`src/rtl/assert_macros.svh`:
```
`ifndef ASSERT_MACROS_SVH
`define ASSERT_MACROS_SVH

// condition must hold on every cycle out of reset
`define ASSERT_ALWAYS(name, clk_s, rst_s, cond) \
  name: assert property (@(posedge clk_s) disable iff (rst_s) (cond)) \
    else $error("assertion failed");

// antecedent implies consequent in the same cycle
`define ASSERT_IMPLIES(name, clk_s, rst_s, ante, cons) \
  name: assert property (@(posedge clk_s) disable iff (rst_s) (ante) |-> (cons)) \
    else $error("assertion failed");

`endif

```
`src/rtl/wsfp_pkg.sv`:
```
package wsfp_pkg;

  typedef enum logic [4:0] {
    PH_HDR0    = 5'b00001,
    PH_HDR1    = 5'b00010,
    PH_EXTLEN  = 5'b00100,
    PH_KEY     = 5'b01000,
    PH_PAYLOAD = 5'b10000
  } phase_t;

  typedef enum logic {
    CMD_PAYLOAD = 1'b0,
    CMD_HEADER  = 1'b1
  } cmd_kind_t;

  typedef struct packed {
    cmd_kind_t   kind;
    logic        fin;
    logic [3:0]  op;
    logic [63:0] length;
    logic [7:0]  data;
    logic [7:0]  key_byte;
    logic        eof;
  } cmd_t;

  localparam logic [7:0] FIN_MASK  = 8'h80;
  localparam logic [7:0] OP_MASK   = 8'h0F;
  localparam logic [7:0] LEN_MASK  = 8'h7F;
  localparam logic [6:0] LEN_EXT16 = 7'd126;
  localparam logic [6:0] LEN_EXT64 = 7'd127;

endpackage

```
`src/rtl/wsfp_queue.sv`:
```
`include "assert_macros.svh"

module wsfp_queue #(
  parameter int DEPTH = 4
) (
  input  logic            clk,
  input  logic            rst,
  input  logic            push,
  input  wsfp_pkg::cmd_t  din,
  output logic            full,
  input  logic            pop,
  output wsfp_pkg::cmd_t  dout,
  output logic            empty
);
  import wsfp_pkg::*;

  localparam int PTR_W = (DEPTH > 1) ? $clog2(DEPTH) : 1;
  localparam int CNT_W = $clog2(DEPTH + 1);

  cmd_t             mem [DEPTH];
  logic [PTR_W-1:0] wr_ptr;
  logic [PTR_W-1:0] rd_ptr;
  logic [CNT_W-1:0] count;
  logic             do_push;
  logic             do_pop;

  assign full    = (count == CNT_W'(DEPTH));
  assign empty   = (count == '0);
  assign do_push = push && !full;
  assign do_pop  = pop && !empty;
  assign dout    = mem[rd_ptr];

  always_ff @(posedge clk) begin
    if (do_push) begin
      mem[wr_ptr] <= din;
    end
  end

  always_ff @(posedge clk) begin
    if (rst) begin
      wr_ptr <= '0;
      rd_ptr <= '0;
      count  <= '0;
    end else begin
      if (do_push) begin
        wr_ptr <= (wr_ptr == PTR_W'(DEPTH - 1)) ? '0 : wr_ptr + PTR_W'(1);
      end
      if (do_pop) begin
        rd_ptr <= (rd_ptr == PTR_W'(DEPTH - 1)) ? '0 : rd_ptr + PTR_W'(1);
      end
      if (do_push && !do_pop) begin
        count <= count + CNT_W'(1);
      end else if (do_pop && !do_push) begin
        count <= count - CNT_W'(1);
      end
    end
  end

  `ASSERT_ALWAYS(a_count_bound, clk, rst, count <= CNT_W'(DEPTH))

endmodule

```
`src/rtl/wsfp_front.sv`:
```
`include "assert_macros.svh"

module wsfp_front (
  input  logic            clk,
  input  logic            rst,
  input  logic [7:0]      stream_byte,
  input  logic            push,
  output logic            full,
  output wsfp_pkg::cmd_t  cmd,
  output logic            cmd_push,
  input  logic            cmd_full
);
  import wsfp_pkg::*;

  phase_t      phase, phase_next;
  logic        fin, fin_next;
  logic [3:0]  op, op_next;
  logic        mask_en, mask_en_next;
  logic [3:0]  ext_left, ext_left_next;
  logic [63:0] len, len_next;
  logic [31:0] key, key_next;
  logic [2:0]  key_left, key_left_next;
  logic [63:0] rem, rem_next;
  logic [1:0]  key_pos, key_pos_next;

  logic        accept;
  logic        len_done;
  logic        hdr_done;
  logic [6:0]  code;
  logic [31:0] key_shift;
  logic        hdr_eof;

  assign full      = cmd_full;
  assign accept    = push && !cmd_full;
  assign code      = 7'(stream_byte & LEN_MASK);
  assign key_shift = key >> {~key_pos, 3'b000};

  always_comb begin
    phase_next    = phase;
    fin_next      = fin;
    op_next       = op;
    mask_en_next  = mask_en;
    ext_left_next = ext_left;
    len_next      = len;
    key_next      = key;
    key_left_next = key_left;
    rem_next      = rem;
    key_pos_next  = key_pos;
    len_done      = 1'b0;
    hdr_done      = 1'b0;
    hdr_eof       = 1'b0;
    cmd_push      = 1'b0;
    cmd.kind      = CMD_PAYLOAD;
    cmd.fin       = fin;
    cmd.op        = op;
    cmd.length    = len;
    cmd.data      = stream_byte;
    cmd.key_byte  = 8'd0;
    cmd.eof       = 1'b0;

    if (accept) begin
      case (phase)
        PH_HDR0: begin
          fin_next   = |(stream_byte & FIN_MASK);
          op_next    = 4'(stream_byte & OP_MASK);
          phase_next = PH_HDR1;
        end
        PH_HDR1: begin
          mask_en_next = |(stream_byte & FIN_MASK);
          len_next     = 64'd0;
          if (code == LEN_EXT16) begin
            ext_left_next = 4'd2;
            phase_next    = PH_EXTLEN;
          end else if (code == LEN_EXT64) begin
            ext_left_next = 4'd8;
            phase_next    = PH_EXTLEN;
          end else begin
            len_next = 64'(code);
            len_done = 1'b1;
          end
        end
        PH_EXTLEN: begin
          len_next      = {len[55:0], stream_byte};
          ext_left_next = ext_left - 4'd1;
          len_done      = (ext_left_next == 4'd0);
        end
        PH_KEY: begin
          key_next      = {key[23:0], stream_byte};
          key_left_next = key_left - 3'd1;
          hdr_done      = (key_left_next == 3'd0);
        end
        PH_PAYLOAD: begin
          cmd.kind     = CMD_PAYLOAD;
          cmd.key_byte = mask_en ? key_shift[7:0] : 8'd0;
          key_pos_next = key_pos + 2'd1;
          rem_next     = rem - 64'd1;
          cmd.eof      = (rem_next == 64'd0);
          cmd_push     = 1'b1;
          if (rem_next == 64'd0) begin
            phase_next = PH_HDR0;
          end
        end
        default: begin
          phase_next = PH_HDR0;
        end
      endcase

      if (len_done) begin
        if (mask_en_next) begin
          key_next      = 32'd0;
          key_left_next = 3'd4;
          phase_next    = PH_KEY;
        end else begin
          hdr_done = 1'b1;
        end
      end

      if (hdr_done) begin
        hdr_eof    = (len_next == 64'd0);
        cmd.kind   = CMD_HEADER;
        cmd.length = len_next;
        cmd.data   = 8'd0;
        cmd.eof    = hdr_eof;
        cmd_push   = 1'b1;
        if (hdr_eof) begin
          phase_next = PH_HDR0;
        end else begin
          rem_next     = len_next;
          key_pos_next = 2'd0;
          phase_next   = PH_PAYLOAD;
        end
      end
    end
  end

  always_ff @(posedge clk) begin
    if (rst) begin
      phase    <= PH_HDR0;
      fin      <= 1'b0;
      op       <= 4'd0;
      mask_en  <= 1'b0;
      ext_left <= 4'd0;
      len      <= 64'd0;
      key      <= 32'd0;
      key_left <= 3'd0;
      rem      <= 64'd0;
      key_pos  <= 2'd0;
    end else begin
      phase    <= phase_next;
      fin      <= fin_next;
      op       <= op_next;
      mask_en  <= mask_en_next;
      ext_left <= ext_left_next;
      len      <= len_next;
      key      <= key_next;
      key_left <= key_left_next;
      rem      <= rem_next;
      key_pos  <= key_pos_next;
    end
  end

  `ASSERT_IMPLIES(a_push_not_full, clk, rst, cmd_push, !cmd_full)
  `ASSERT_IMPLIES(a_payload_rem, clk, rst, phase == PH_PAYLOAD, rem != 64'd0)

endmodule

```
`src/rtl/wsfp_back.sv`:
```
`include "assert_macros.svh"

module wsfp_back (
  input  logic            clk,
  input  logic            rst,
  input  wsfp_pkg::cmd_t  cmd,
  input  logic            cmd_empty,
  output logic            cmd_pop,
  output logic            empty,
  input  logic            pop,
  output logic            is_header,
  output logic            final_fragment,
  output logic [3:0]      op_code,
  output logic [63:0]     frame_length,
  output logic [7:0]      payload_byte,
  output logic            end_of_frame
);
  import wsfp_pkg::*;

  logic        out_valid;
  logic        take;
  logic        ctx_fin;
  logic [3:0]  ctx_op;
  logic [63:0] ctx_len;

  assign empty   = !out_valid;
  assign take    = !cmd_empty && (!out_valid || pop);
  assign cmd_pop = take;

  always_ff @(posedge clk) begin
    if (rst) begin
      out_valid <= 1'b0;
    end else if (take) begin
      out_valid <= 1'b1;
    end else if (pop) begin
      out_valid <= 1'b0;
    end
  end

  // frame context latched from the header item, payload items reuse it
  always_ff @(posedge clk) begin
    if (take) begin
      end_of_frame <= cmd.eof;
      if (cmd.kind == CMD_HEADER) begin
        ctx_fin        <= cmd.fin;
        ctx_op         <= cmd.op;
        ctx_len        <= cmd.length;
        is_header      <= 1'b1;
        final_fragment <= cmd.fin;
        op_code        <= cmd.op;
        frame_length   <= cmd.length;
        payload_byte   <= 8'd0;
      end else begin
        is_header      <= 1'b0;
        final_fragment <= ctx_fin;
        op_code        <= ctx_op;
        frame_length   <= ctx_len;
        payload_byte   <= cmd.data ^ cmd.key_byte;
      end
    end
  end

  `ASSERT_IMPLIES(a_hdr_eof_len, clk, rst, out_valid && is_header && end_of_frame, frame_length == 64'd0)

endmodule

```
`src/rtl/websocket_frame_parser.sv`:
```
// a result is written into the command queue and then loaded into the output register that drives the output ports
// throughput: one byte per cycle while the command queue is not full, one result per cycle while pop keeps up
// a command queue of QUEUE_DEPTH entries (four by default) and an output register let input and output stall apart
// reset: synchronous rst returns the parser to the first header byte and empties the queue and output register
module websocket_frame_parser #(
  parameter int QUEUE_DEPTH = 4
) (
  input  logic        clk,
  input  logic        rst,
  input  logic [7:0]  stream_byte,
  input  logic        push,
  output logic        full,
  output logic        is_header,
  output logic        final_fragment,
  output logic [3:0]  op_code,
  output logic [63:0] frame_length,
  output logic [7:0]  payload_byte,
  output logic        end_of_frame,
  output logic        empty,
  input  logic        pop
);
  import wsfp_pkg::*;

  cmd_t q_din;
  cmd_t q_dout;
  logic q_push;
  logic q_full;
  logic q_pop;
  logic q_empty;

  wsfp_front u_front (
    .clk         (clk),
    .rst         (rst),
    .stream_byte (stream_byte),
    .push        (push),
    .full        (full),
    .cmd         (q_din),
    .cmd_push    (q_push),
    .cmd_full    (q_full)
  );

  wsfp_queue #(
    .DEPTH (QUEUE_DEPTH)
  ) u_queue (
    .clk   (clk),
    .rst   (rst),
    .push  (q_push),
    .din   (q_din),
    .full  (q_full),
    .pop   (q_pop),
    .dout  (q_dout),
    .empty (q_empty)
  );

  wsfp_back u_back (
    .clk            (clk),
    .rst            (rst),
    .cmd            (q_dout),
    .cmd_empty      (q_empty),
    .cmd_pop        (q_pop),
    .empty          (empty),
    .pop            (pop),
    .is_header      (is_header),
    .final_fragment (final_fragment),
    .op_code        (op_code),
    .frame_length   (frame_length),
    .payload_byte   (payload_byte),
    .end_of_frame   (end_of_frame)
  );

endmodule
```
`config.mk`:
```
export PLATFORM = sky130hd
export DESIGN_NAME = websocket_frame_parser
export DESIGN_NICKNAME = d
export VERILOG_FILES = /design/src/rtl/wsfp_pkg.sv /design/src/rtl/wsfp_queue.sv /design/src/rtl/wsfp_front.sv /design/src/rtl/wsfp_back.sv /design/src/rtl/websocket_frame_parser.sv
export VERILOG_INCLUDE_DIRS = /design/src /design/src/rtl
export SDC_FILE = /design/constraint.sdc
export NUM_CORES = 1
export LEC_CHECK = 0
export BUFFER_PORTS_ARGS = -buffer_cell sky130_fd_sc_hd__buf_2
export CORE_AREA = 2 2 222 246
export CTS_CLUSTER_DIAMETER = 40
export DETAILED_ROUTE_END_ITERATION = 8
export DIE_AREA = 0 0 224 248
export GPL_TIMING_DRIVEN = 1
export PLACE_DENSITY = 0.71
export SKIP_CTS_REPAIR_TIMING = 1
export SYNTH_ARGS = -nofsm -noshare
export SYNTH_HDL_FRONTEND = slang
export SYNTH_HIERARCHICAL = 1
export SYNTH_SLANG_ARGS = --single-unit
export TNS_END_PERCENT = 10
```
`constraint.sdc`:
```
create_clock -name clk -period 11.45 [get_ports clk]
set_input_delay 2.29 -clock clk [delete_from_list [all_inputs] [get_ports clk]]
set_output_delay 2.29 -clock clk [all_outputs]
set_load 0.005 [all_outputs]
```
# [Word level (Yosys, flattened, before mapping)]
# Memory sizes are Yosys's and may differ from the RTL's. A register that Yosys moved wholly into a read port is not among the register bits.
# Cells that the tools add are included.
[word_totals] regBits=267 out_inout_bits=81 mem_count=1 ramBits=348
[memory_table] name="u_queue.mem" depth=4 word_bits=87 read_ports=1 rd_ports_with_merged_regs=1 write_ports=1 line="wsfp_queue.sv:20" source="cmd_t mem [DEPTH];"
[op_classes] muxes=61 add_sub_neg=8 eq_ne=11 n_reduce_logical=24 n_bitwise=2 shift=1
[ops] cell="two-way mux 64 bit" n=6
[ops] cell="zero test 64 bit" n=2
[ops] cell="case mux 64 bit (2 select lines)" n=1
[ops] cell="two-way mux 32 bit" n=3
[ops] cell="two-way mux 81 bit" n=1
[ops] cell="two-way mux 72 bit" n=1
[ops] cell="subtractor 64 x 1 -> 64 bit, second input constant" n=1
[ops] cell="two-way mux 5 bit" n=7
[ops] cell="right shift 32 x 5 -> 8 bit" n=1
[ops] cell="two-way mux 1 bit" n=21
[ops] cell="case mux 5 bit (4 select lines)" n=1
[ops] cell="two-way mux 3 bit" n=5
[ops] cell="== test 7 bit, second input constant" n=2
[ops] cell="two-way mux 2 bit" n=7
[ops] cell="two-way mux 4 bit" n=3
[ops] cell="two-way mux 9 bit" n=1
[ops] cell="two-way mux 8 bit" n=1
[ops] cell="case mux 4 bit (2 select lines)" n=1
[ops] cell="bitwise XOR 8 bit" n=1
[ops] cell="two-way mux 7 bit" n=1
[ops] cell="adder 2 x 1 -> 2 bit, second input constant" n=3
[ops] cell="logical AND 1 bit" n=6
[ops] cell="zero test 3 bit" n=2
[ops] cell="nonzero test 2 bit" n=3
[ops] cell="other kinds (19)" n=26

# [Depth between registers and ports, before layout]
[depth] word_depth=14 mapped_depth=17 depth_no_buf=15

# [Cells and area by module]
# The synthesis kept the hierarchy.
[modules_own_cells] mod="wsfp_queue" instances=1 cells_per_inst=505 area_each_um2=13025.0
[modules_own_cells] mod="wsfp_front" instances=1 cells_per_inst=1413 area_each_um2=10784.1
[modules_own_cells] mod="wsfp_back" instances=1 cells_per_inst=103 area_each_um2=2537.4

# [Worst setup path after synthesis]
# OpenSTA, ideal clock, no wires.
[synth_timing] kind="input to register" startpoint="input port stream_byte[1]" endpoint="memory u_queue/mem[0][0] in the netlist's numbering, enable pin" t_arrival_ns=5.702 path_buffers=1 cell_stages=7 path_slack_ns=5.293 cell_sequence="nand4_1 -> o211ai_1 -> o21ai_1 -> a32oi_1 -> clkbuf_1 -> a21oi_1 -> and3_1"
[synth_via] elab_chain_len=12
[synth_lines] item="start, declared" line="websocket_frame_parser.sv:10" source="input logic [7:0] stream_byte,"
[synth_lines] item="== test 7 bit" line="wsfp_front.sv:74" source="end else if (code == LEN_EXT64) begin"
[synth_lines] item="two-way mux 1 bit" line="wsfp_front.sv:74"
[synth_lines] item="two-way mux 1 bit (*)" line="wsfp_front.sv:71" source="if (code == LEN_EXT16) begin"
[synth_lines] item="case mux 1 bit (2 select lines) (*)" line="wsfp_front.sv:62" source="case (phase)"
[synth_lines] item="two-way mux 1 bit (*)" line="wsfp_front.sv:61" source="if (accept) begin"
[synth_lines] item="two-way mux 1 bit (*)" line="wsfp_front.sv:108" source="if (len_done) begin"
[synth_lines] item="two-way mux 1 bit (*)" line="wsfp_front.sv:61"
[synth_lines] item="two-way mux 1 bit (*)" line="wsfp_front.sv:118" source="if (hdr_done) begin"
[synth_lines] item="two-way mux 1 bit (*)" line="wsfp_front.sv:61"
[synth_lines] item="net q_push" line="websocket_frame_parser.sv:26" source="logic q_push;"
[synth_lines] item="logical AND 1 bit (*)" line="wsfp_queue.sv:29" source="assign do_push = push && !full;"
[synth_lines] item="two-way mux 1 bit (*)" line="wsfp_queue.sv:34" source="if (do_push) begin"
[synth_lines] item="two-way mux 1 bit (not written as such) (*)" line="wsfp_queue.sv:35" source="mem[wr_ptr] <= din;"
[synth_lines] item="end, declared" line="wsfp_queue.sv:20"
# Mark *: on every way through the listed nets, which the timed path passes. The rest lies on a longest branch. The select of a mux whose other input is x is not followed.

# [Worst setup path in the final report]
[layout_timing] startpoint="input port stream_byte[5]" endpoint="register u_front.rem[60]"
[layout_via] elab_chain_len=8
[layout_lines] item="== test 7 bit" line="wsfp_front.sv:74"
[layout_lines] item="two-way mux 7 bit / two-way mux 1 bit (equally long branches)" line="wsfp_front.sv:74"
[layout_lines] item="two-way mux 64 bit / two-way mux 1 bit (equally long branches)" line="wsfp_front.sv:71"
[layout_lines] item="case mux 64 bit (2 select lines) / case mux 1 bit (2 select lines) (equally long branches)" line="wsfp_front.sv:62"
[layout_lines] item="two-way mux 64 bit / two-way mux 1 bit (equally long branches)" line="wsfp_front.sv:61"
[layout_lines] item="zero test 64 bit / two-way mux 1 bit (equally long branches)" line="wsfp_front.sv:119, wsfp_front.sv:108"
[layout_lines] item="two-way mux 64 bit / two-way mux 1 bit (equally long branches)" line="wsfp_front.sv:125, wsfp_front.sv:61"
[layout_lines] item="two-way mux 64 bit (*)" line="wsfp_front.sv:118"
[layout_lines] item="end signal, assigned" line="wsfp_front.sv:157" source="rem <= rem_next;"
[layout_lines] item="end, declared" line="wsfp_front.sv:23" source="logic [63:0] rem, rem_next;"
# Mark *: on every way between the ends. The rest lies on a longest branch, timed or not. The select of a mux whose other input is x is not followed.
# A chain may end at the register's enable or synchronous reset.

==> impl_results.md <==
* RD Place Congestion at 0.956
* Path depth of the worst reg2reg path at 9
* Slowest library cell on the worst path: o21ai_2
* Hold path cells at 2
* Final setup viols at 0
* Static leakage at 9.89 nW
* First-pass GRT wire length at 107000 um
* Iter 0 DRT Violations at 2303
* Share of synthesized registers carrying an async set or reset at 0%
* Sinks on Clock Net at 617
* Fillers at 4164
* Number of detailed-route iterations in the first pass at 6
* Setup_tns at 0 ns
* Min cycle time layout at 5.24 ns
* Root Buffer Master: clkbuf_16
* Required time at the worst-slack endpoint at 12.00 ns
* Outcome: complete, no violations
* Number of antenna violations at the first check in global routing at 1
* Total number of vias at 18300
* Post-route cell area at 30000 um^2
* Overall die height at 248 um
* Layout cells sized above 1 at 18.4%
* Vias per std cell at 6.49
* Worst-path cell chain: buf_2, nand4_1, o211ai_1, nand2_1, a22o_1, or4b_1, o21ai_2, a21oi_1, nor2_1, a22o_1
* Die span in x at 224 um
* Synthesized netlist cell count at 2021
* Post-layout instance count excluding filler cells at 2813
* Largest stage delay on the critical path at 0.85 ns
* Leftover overflow at the end of global routing at 0
* Row count at 89
* Number of DRC violations after detailed routing at 0
* Yosys top cell area share at 48.7%
* Hpwl dp at 43700 um
* Cell area after synthesis at 26300 um^2
* Largest voltage drop on the vdd net at 0.124 mV
* Clock slew seen by the registers of the worst setup and hold paths at 0.06 ns
* Upper clock frequency limit at 191 MHz
* Biggest area consumer among synthesized cells: edfxtp_1
* Largest net degree at the start of global routing at 92
* Number of buffers created by CTS at 79
* Arrival time of data at the critical path endpoint at 5.79 ns
* All-layer global routing usage at 25.3%
* Kind of path behind the tightest hold check: reg2reg
* Relative slew slack at 14.1%
* Number of enable flip-flop cells after synthesis at 427
* Pwr/cell area at 186 nW/um^2
* Syn Nets at 2046
* CTS H-tree depth at 3
* Core Region at 53100 um^2
* Crit Path Category: in2reg
* Synth area leaders: edfxtp_1 (49%), dfxtp_1 (14%), mux4_2 (8.1%), a22oi_1 (3.1%), nor2_1 (2.8%)
* Max clock buf depth at 3
* Top cell by count, worst path: a22o_1
* Number of nets in the layout at 2091
* Sequential-to-total area share from yosys stat at 63.1%
* Initial Util at 49.6%
* Number of global-route vias before repair at 17300
* Number of endpoints with negative hold slack in the final report at 0
* Top FF cell, synth: edfxtp_1
* Count of placed standard cells including taps at 2667
* Boundary pin count at 93
* Area Growth Syn to Fin at 13.7%
* Antenna Nets Post-Route at 0
* Clk_skew at 0.0404 ns
* Setup repair after global routing missed its margin: no
* Worst skew pair latency at 0.64 ns
* Number of maximum-capacitance constraint violations at 0
* Launching element type of the critical path: primary input
* Yosys cell types at 86
* DP Area at 27300 um^2
* Final cycle utilization of the critical path at 45.8%
* Crit path capture type: flip-flop
* Synthesized area divided by synthesized cell count at 13.0 um^2
* Max-slew violation total from the final report at 0
* Total of flip-flops plus latches after synthesis at 617
* Clock tree from TritonCTS: yes
* Die Footprint at 55600 um^2
* Synth warnings at 6
* Final antenna diode count at 0
* Count of buffers from port buffering at 92
* Average wire per standard cell at 25.0 um
* Slew of the pin with the lowest slew margin at 1.28 ns
* Highest fanout seen on the critical path at 14
* Total detailed-routing wirelength at 70300 um
## sequential cells by signal, indices dropped and copies added, names as in the netlist, 2 cells and up, named ones only
register	count
u_queue/mem	348
u_back/ctx_len	64
u_front/len	64
u_front/rem	64
u_front/key	32
u_back/payload_byte	8
u_front/phase	5
u_back/ctx_op	4
u_front/ext_left	4
u_front/op	4
u_front/key_left	3
u_queue/count	3
u_front/key_pos	2
u_queue/rd_ptr	2
u_queue/wr_ptr	2
## per-stage QoR
stage          setup WS (ns)  power [mW]  hold slack (ns)  util [%]
6_report                6.21        5.57            0.454      56.4
5_1_grt                 6.14        5.76            0.474      56.4
4_1_cts                 6.38        5.60            0.456      56.4
3_5_place_dp            5.77        3.14            0.447      51.3
3_3_place_gp            5.80        3.13            0.438      51.3
2_1_floorplan           5.29        2.95            0.433         -
## report_power, final
group / total, mW / switching (mW) / internal (mW)
clock: 2.47 / 0.993 / 1.47
sequential: 2.51 / 0.0496 / 2.46
combinational: 0.597 / 0.386 / 0.211
## Yosys cell counts, types with 15 or more instances
master,instances
nor4_1,31
or4_1,16
nor3_1,55
nand3_1,27
o22ai_1,19
a21oi_1,101
xor2_1,15
clkbuf_1,119
a22oi_1,108
mux4_2,95
buf_2,15
or3_1,23
inv_1,22
dfxtp_1,190
nand4_1,17
xnor2_1,28
a22o_1,67
a32o_1,18
edfxtp_1,427
o21ai_0,64
nand2_1,151
nor2_1,196
## worst paths after layout
path | slack, ns | to | start
worst max-delay path | 6.21 | u_front/rem[60]$_SDFFE_PP0P_ | stream_byte[5]
worst min register to register | 0.45 | u_front/key[26]$_SDFFE_PP0P_ | u_front/key[26]$_SDFFE_PP0P_
worst min-delay path | 0.45 | u_front/key[26]$_SDFFE_PP0P_ | u_front/key[26]$_SDFFE_PP0P_
worst max register to register | 6.72 | u_queue/mem[2][66]$_DFFE_PP_ | u_front/phase[1]$_SDFFE_PP0P_
## metal layers
metal	up-vias	global-route usage, %	share of wire, %
met2	1026	39.8	47
met5	-	0	0.014
met3	168	5.10	9.2
met1	9087	34.5	40
met4	2	10.8	3.6
li1	7976	-	-
## cell usage in the layout, fill, tap and decap left out, types with 9 or more instances in the layout
cell type	instances
nand3_1	27
and3_1	9
clkinv_2	10
a31oi_1	9
or2_2	13
xor2_1	15
clkbuf_1	11
dfxtp_1	188
nand4_1	17
a32o_1	18
o21ai_0	64
nor4_1	31
buf_4	25
ha_1	12
o22ai_1	19
a22oi_1	108
clkinv_8	9
a22o_1	67
inv_1	22
nor3_1	55
edfxtp_1	427
a21oi_1	101
or3_1	23
clkbuf_16	82
o32ai_1	9
xnor2_1	28
nor2_1	193
mux4_2	95
buf_2	91
nand2_1	148
or4_1	16
o211ai_1	10
## layout make-up
type / instances / area [um^2] / area share, %
clock buffers: 99 / 2180 / 7.26
multi-input cells: 1228 / 9040 / 30.2
well taps: 682 / 853 / 2.85
repair buffers: 116 / 643 / 2.15
inverters: 24 / 90.1 / 0.301
flip-flops and latches: 617 / 16600 / 55.5
clock inverters: 47 / 527 / 1.76
## critical path, delay by kind of cell
kind                   cells  cell delay [ns]
AOI/OAI and AO/OA          5             1.97
buffers and inverters      1             0.18
and+or+nand+nor            4             1.34
## cells by family (layout without fill, tap and decap cells)
| group | after synthesis | after routing | share of synthesized area (%) |
|---|---|---|---|
| flops | 617 | 617 | 63.1 |
| simple gates | 598 | 598 | 11.1 |
| compound gates | 469 | 469 | 12.4 |
| buf+inv | 176 | 286 | 2.87 |
| mux | 105 | 105 | 8.51 |
| xor+xnor | 43 | 43 | 1.43 |
| fa+ha+maj | 13 | 13 | 0.646 |
Power figures use the tool's default switching activity.
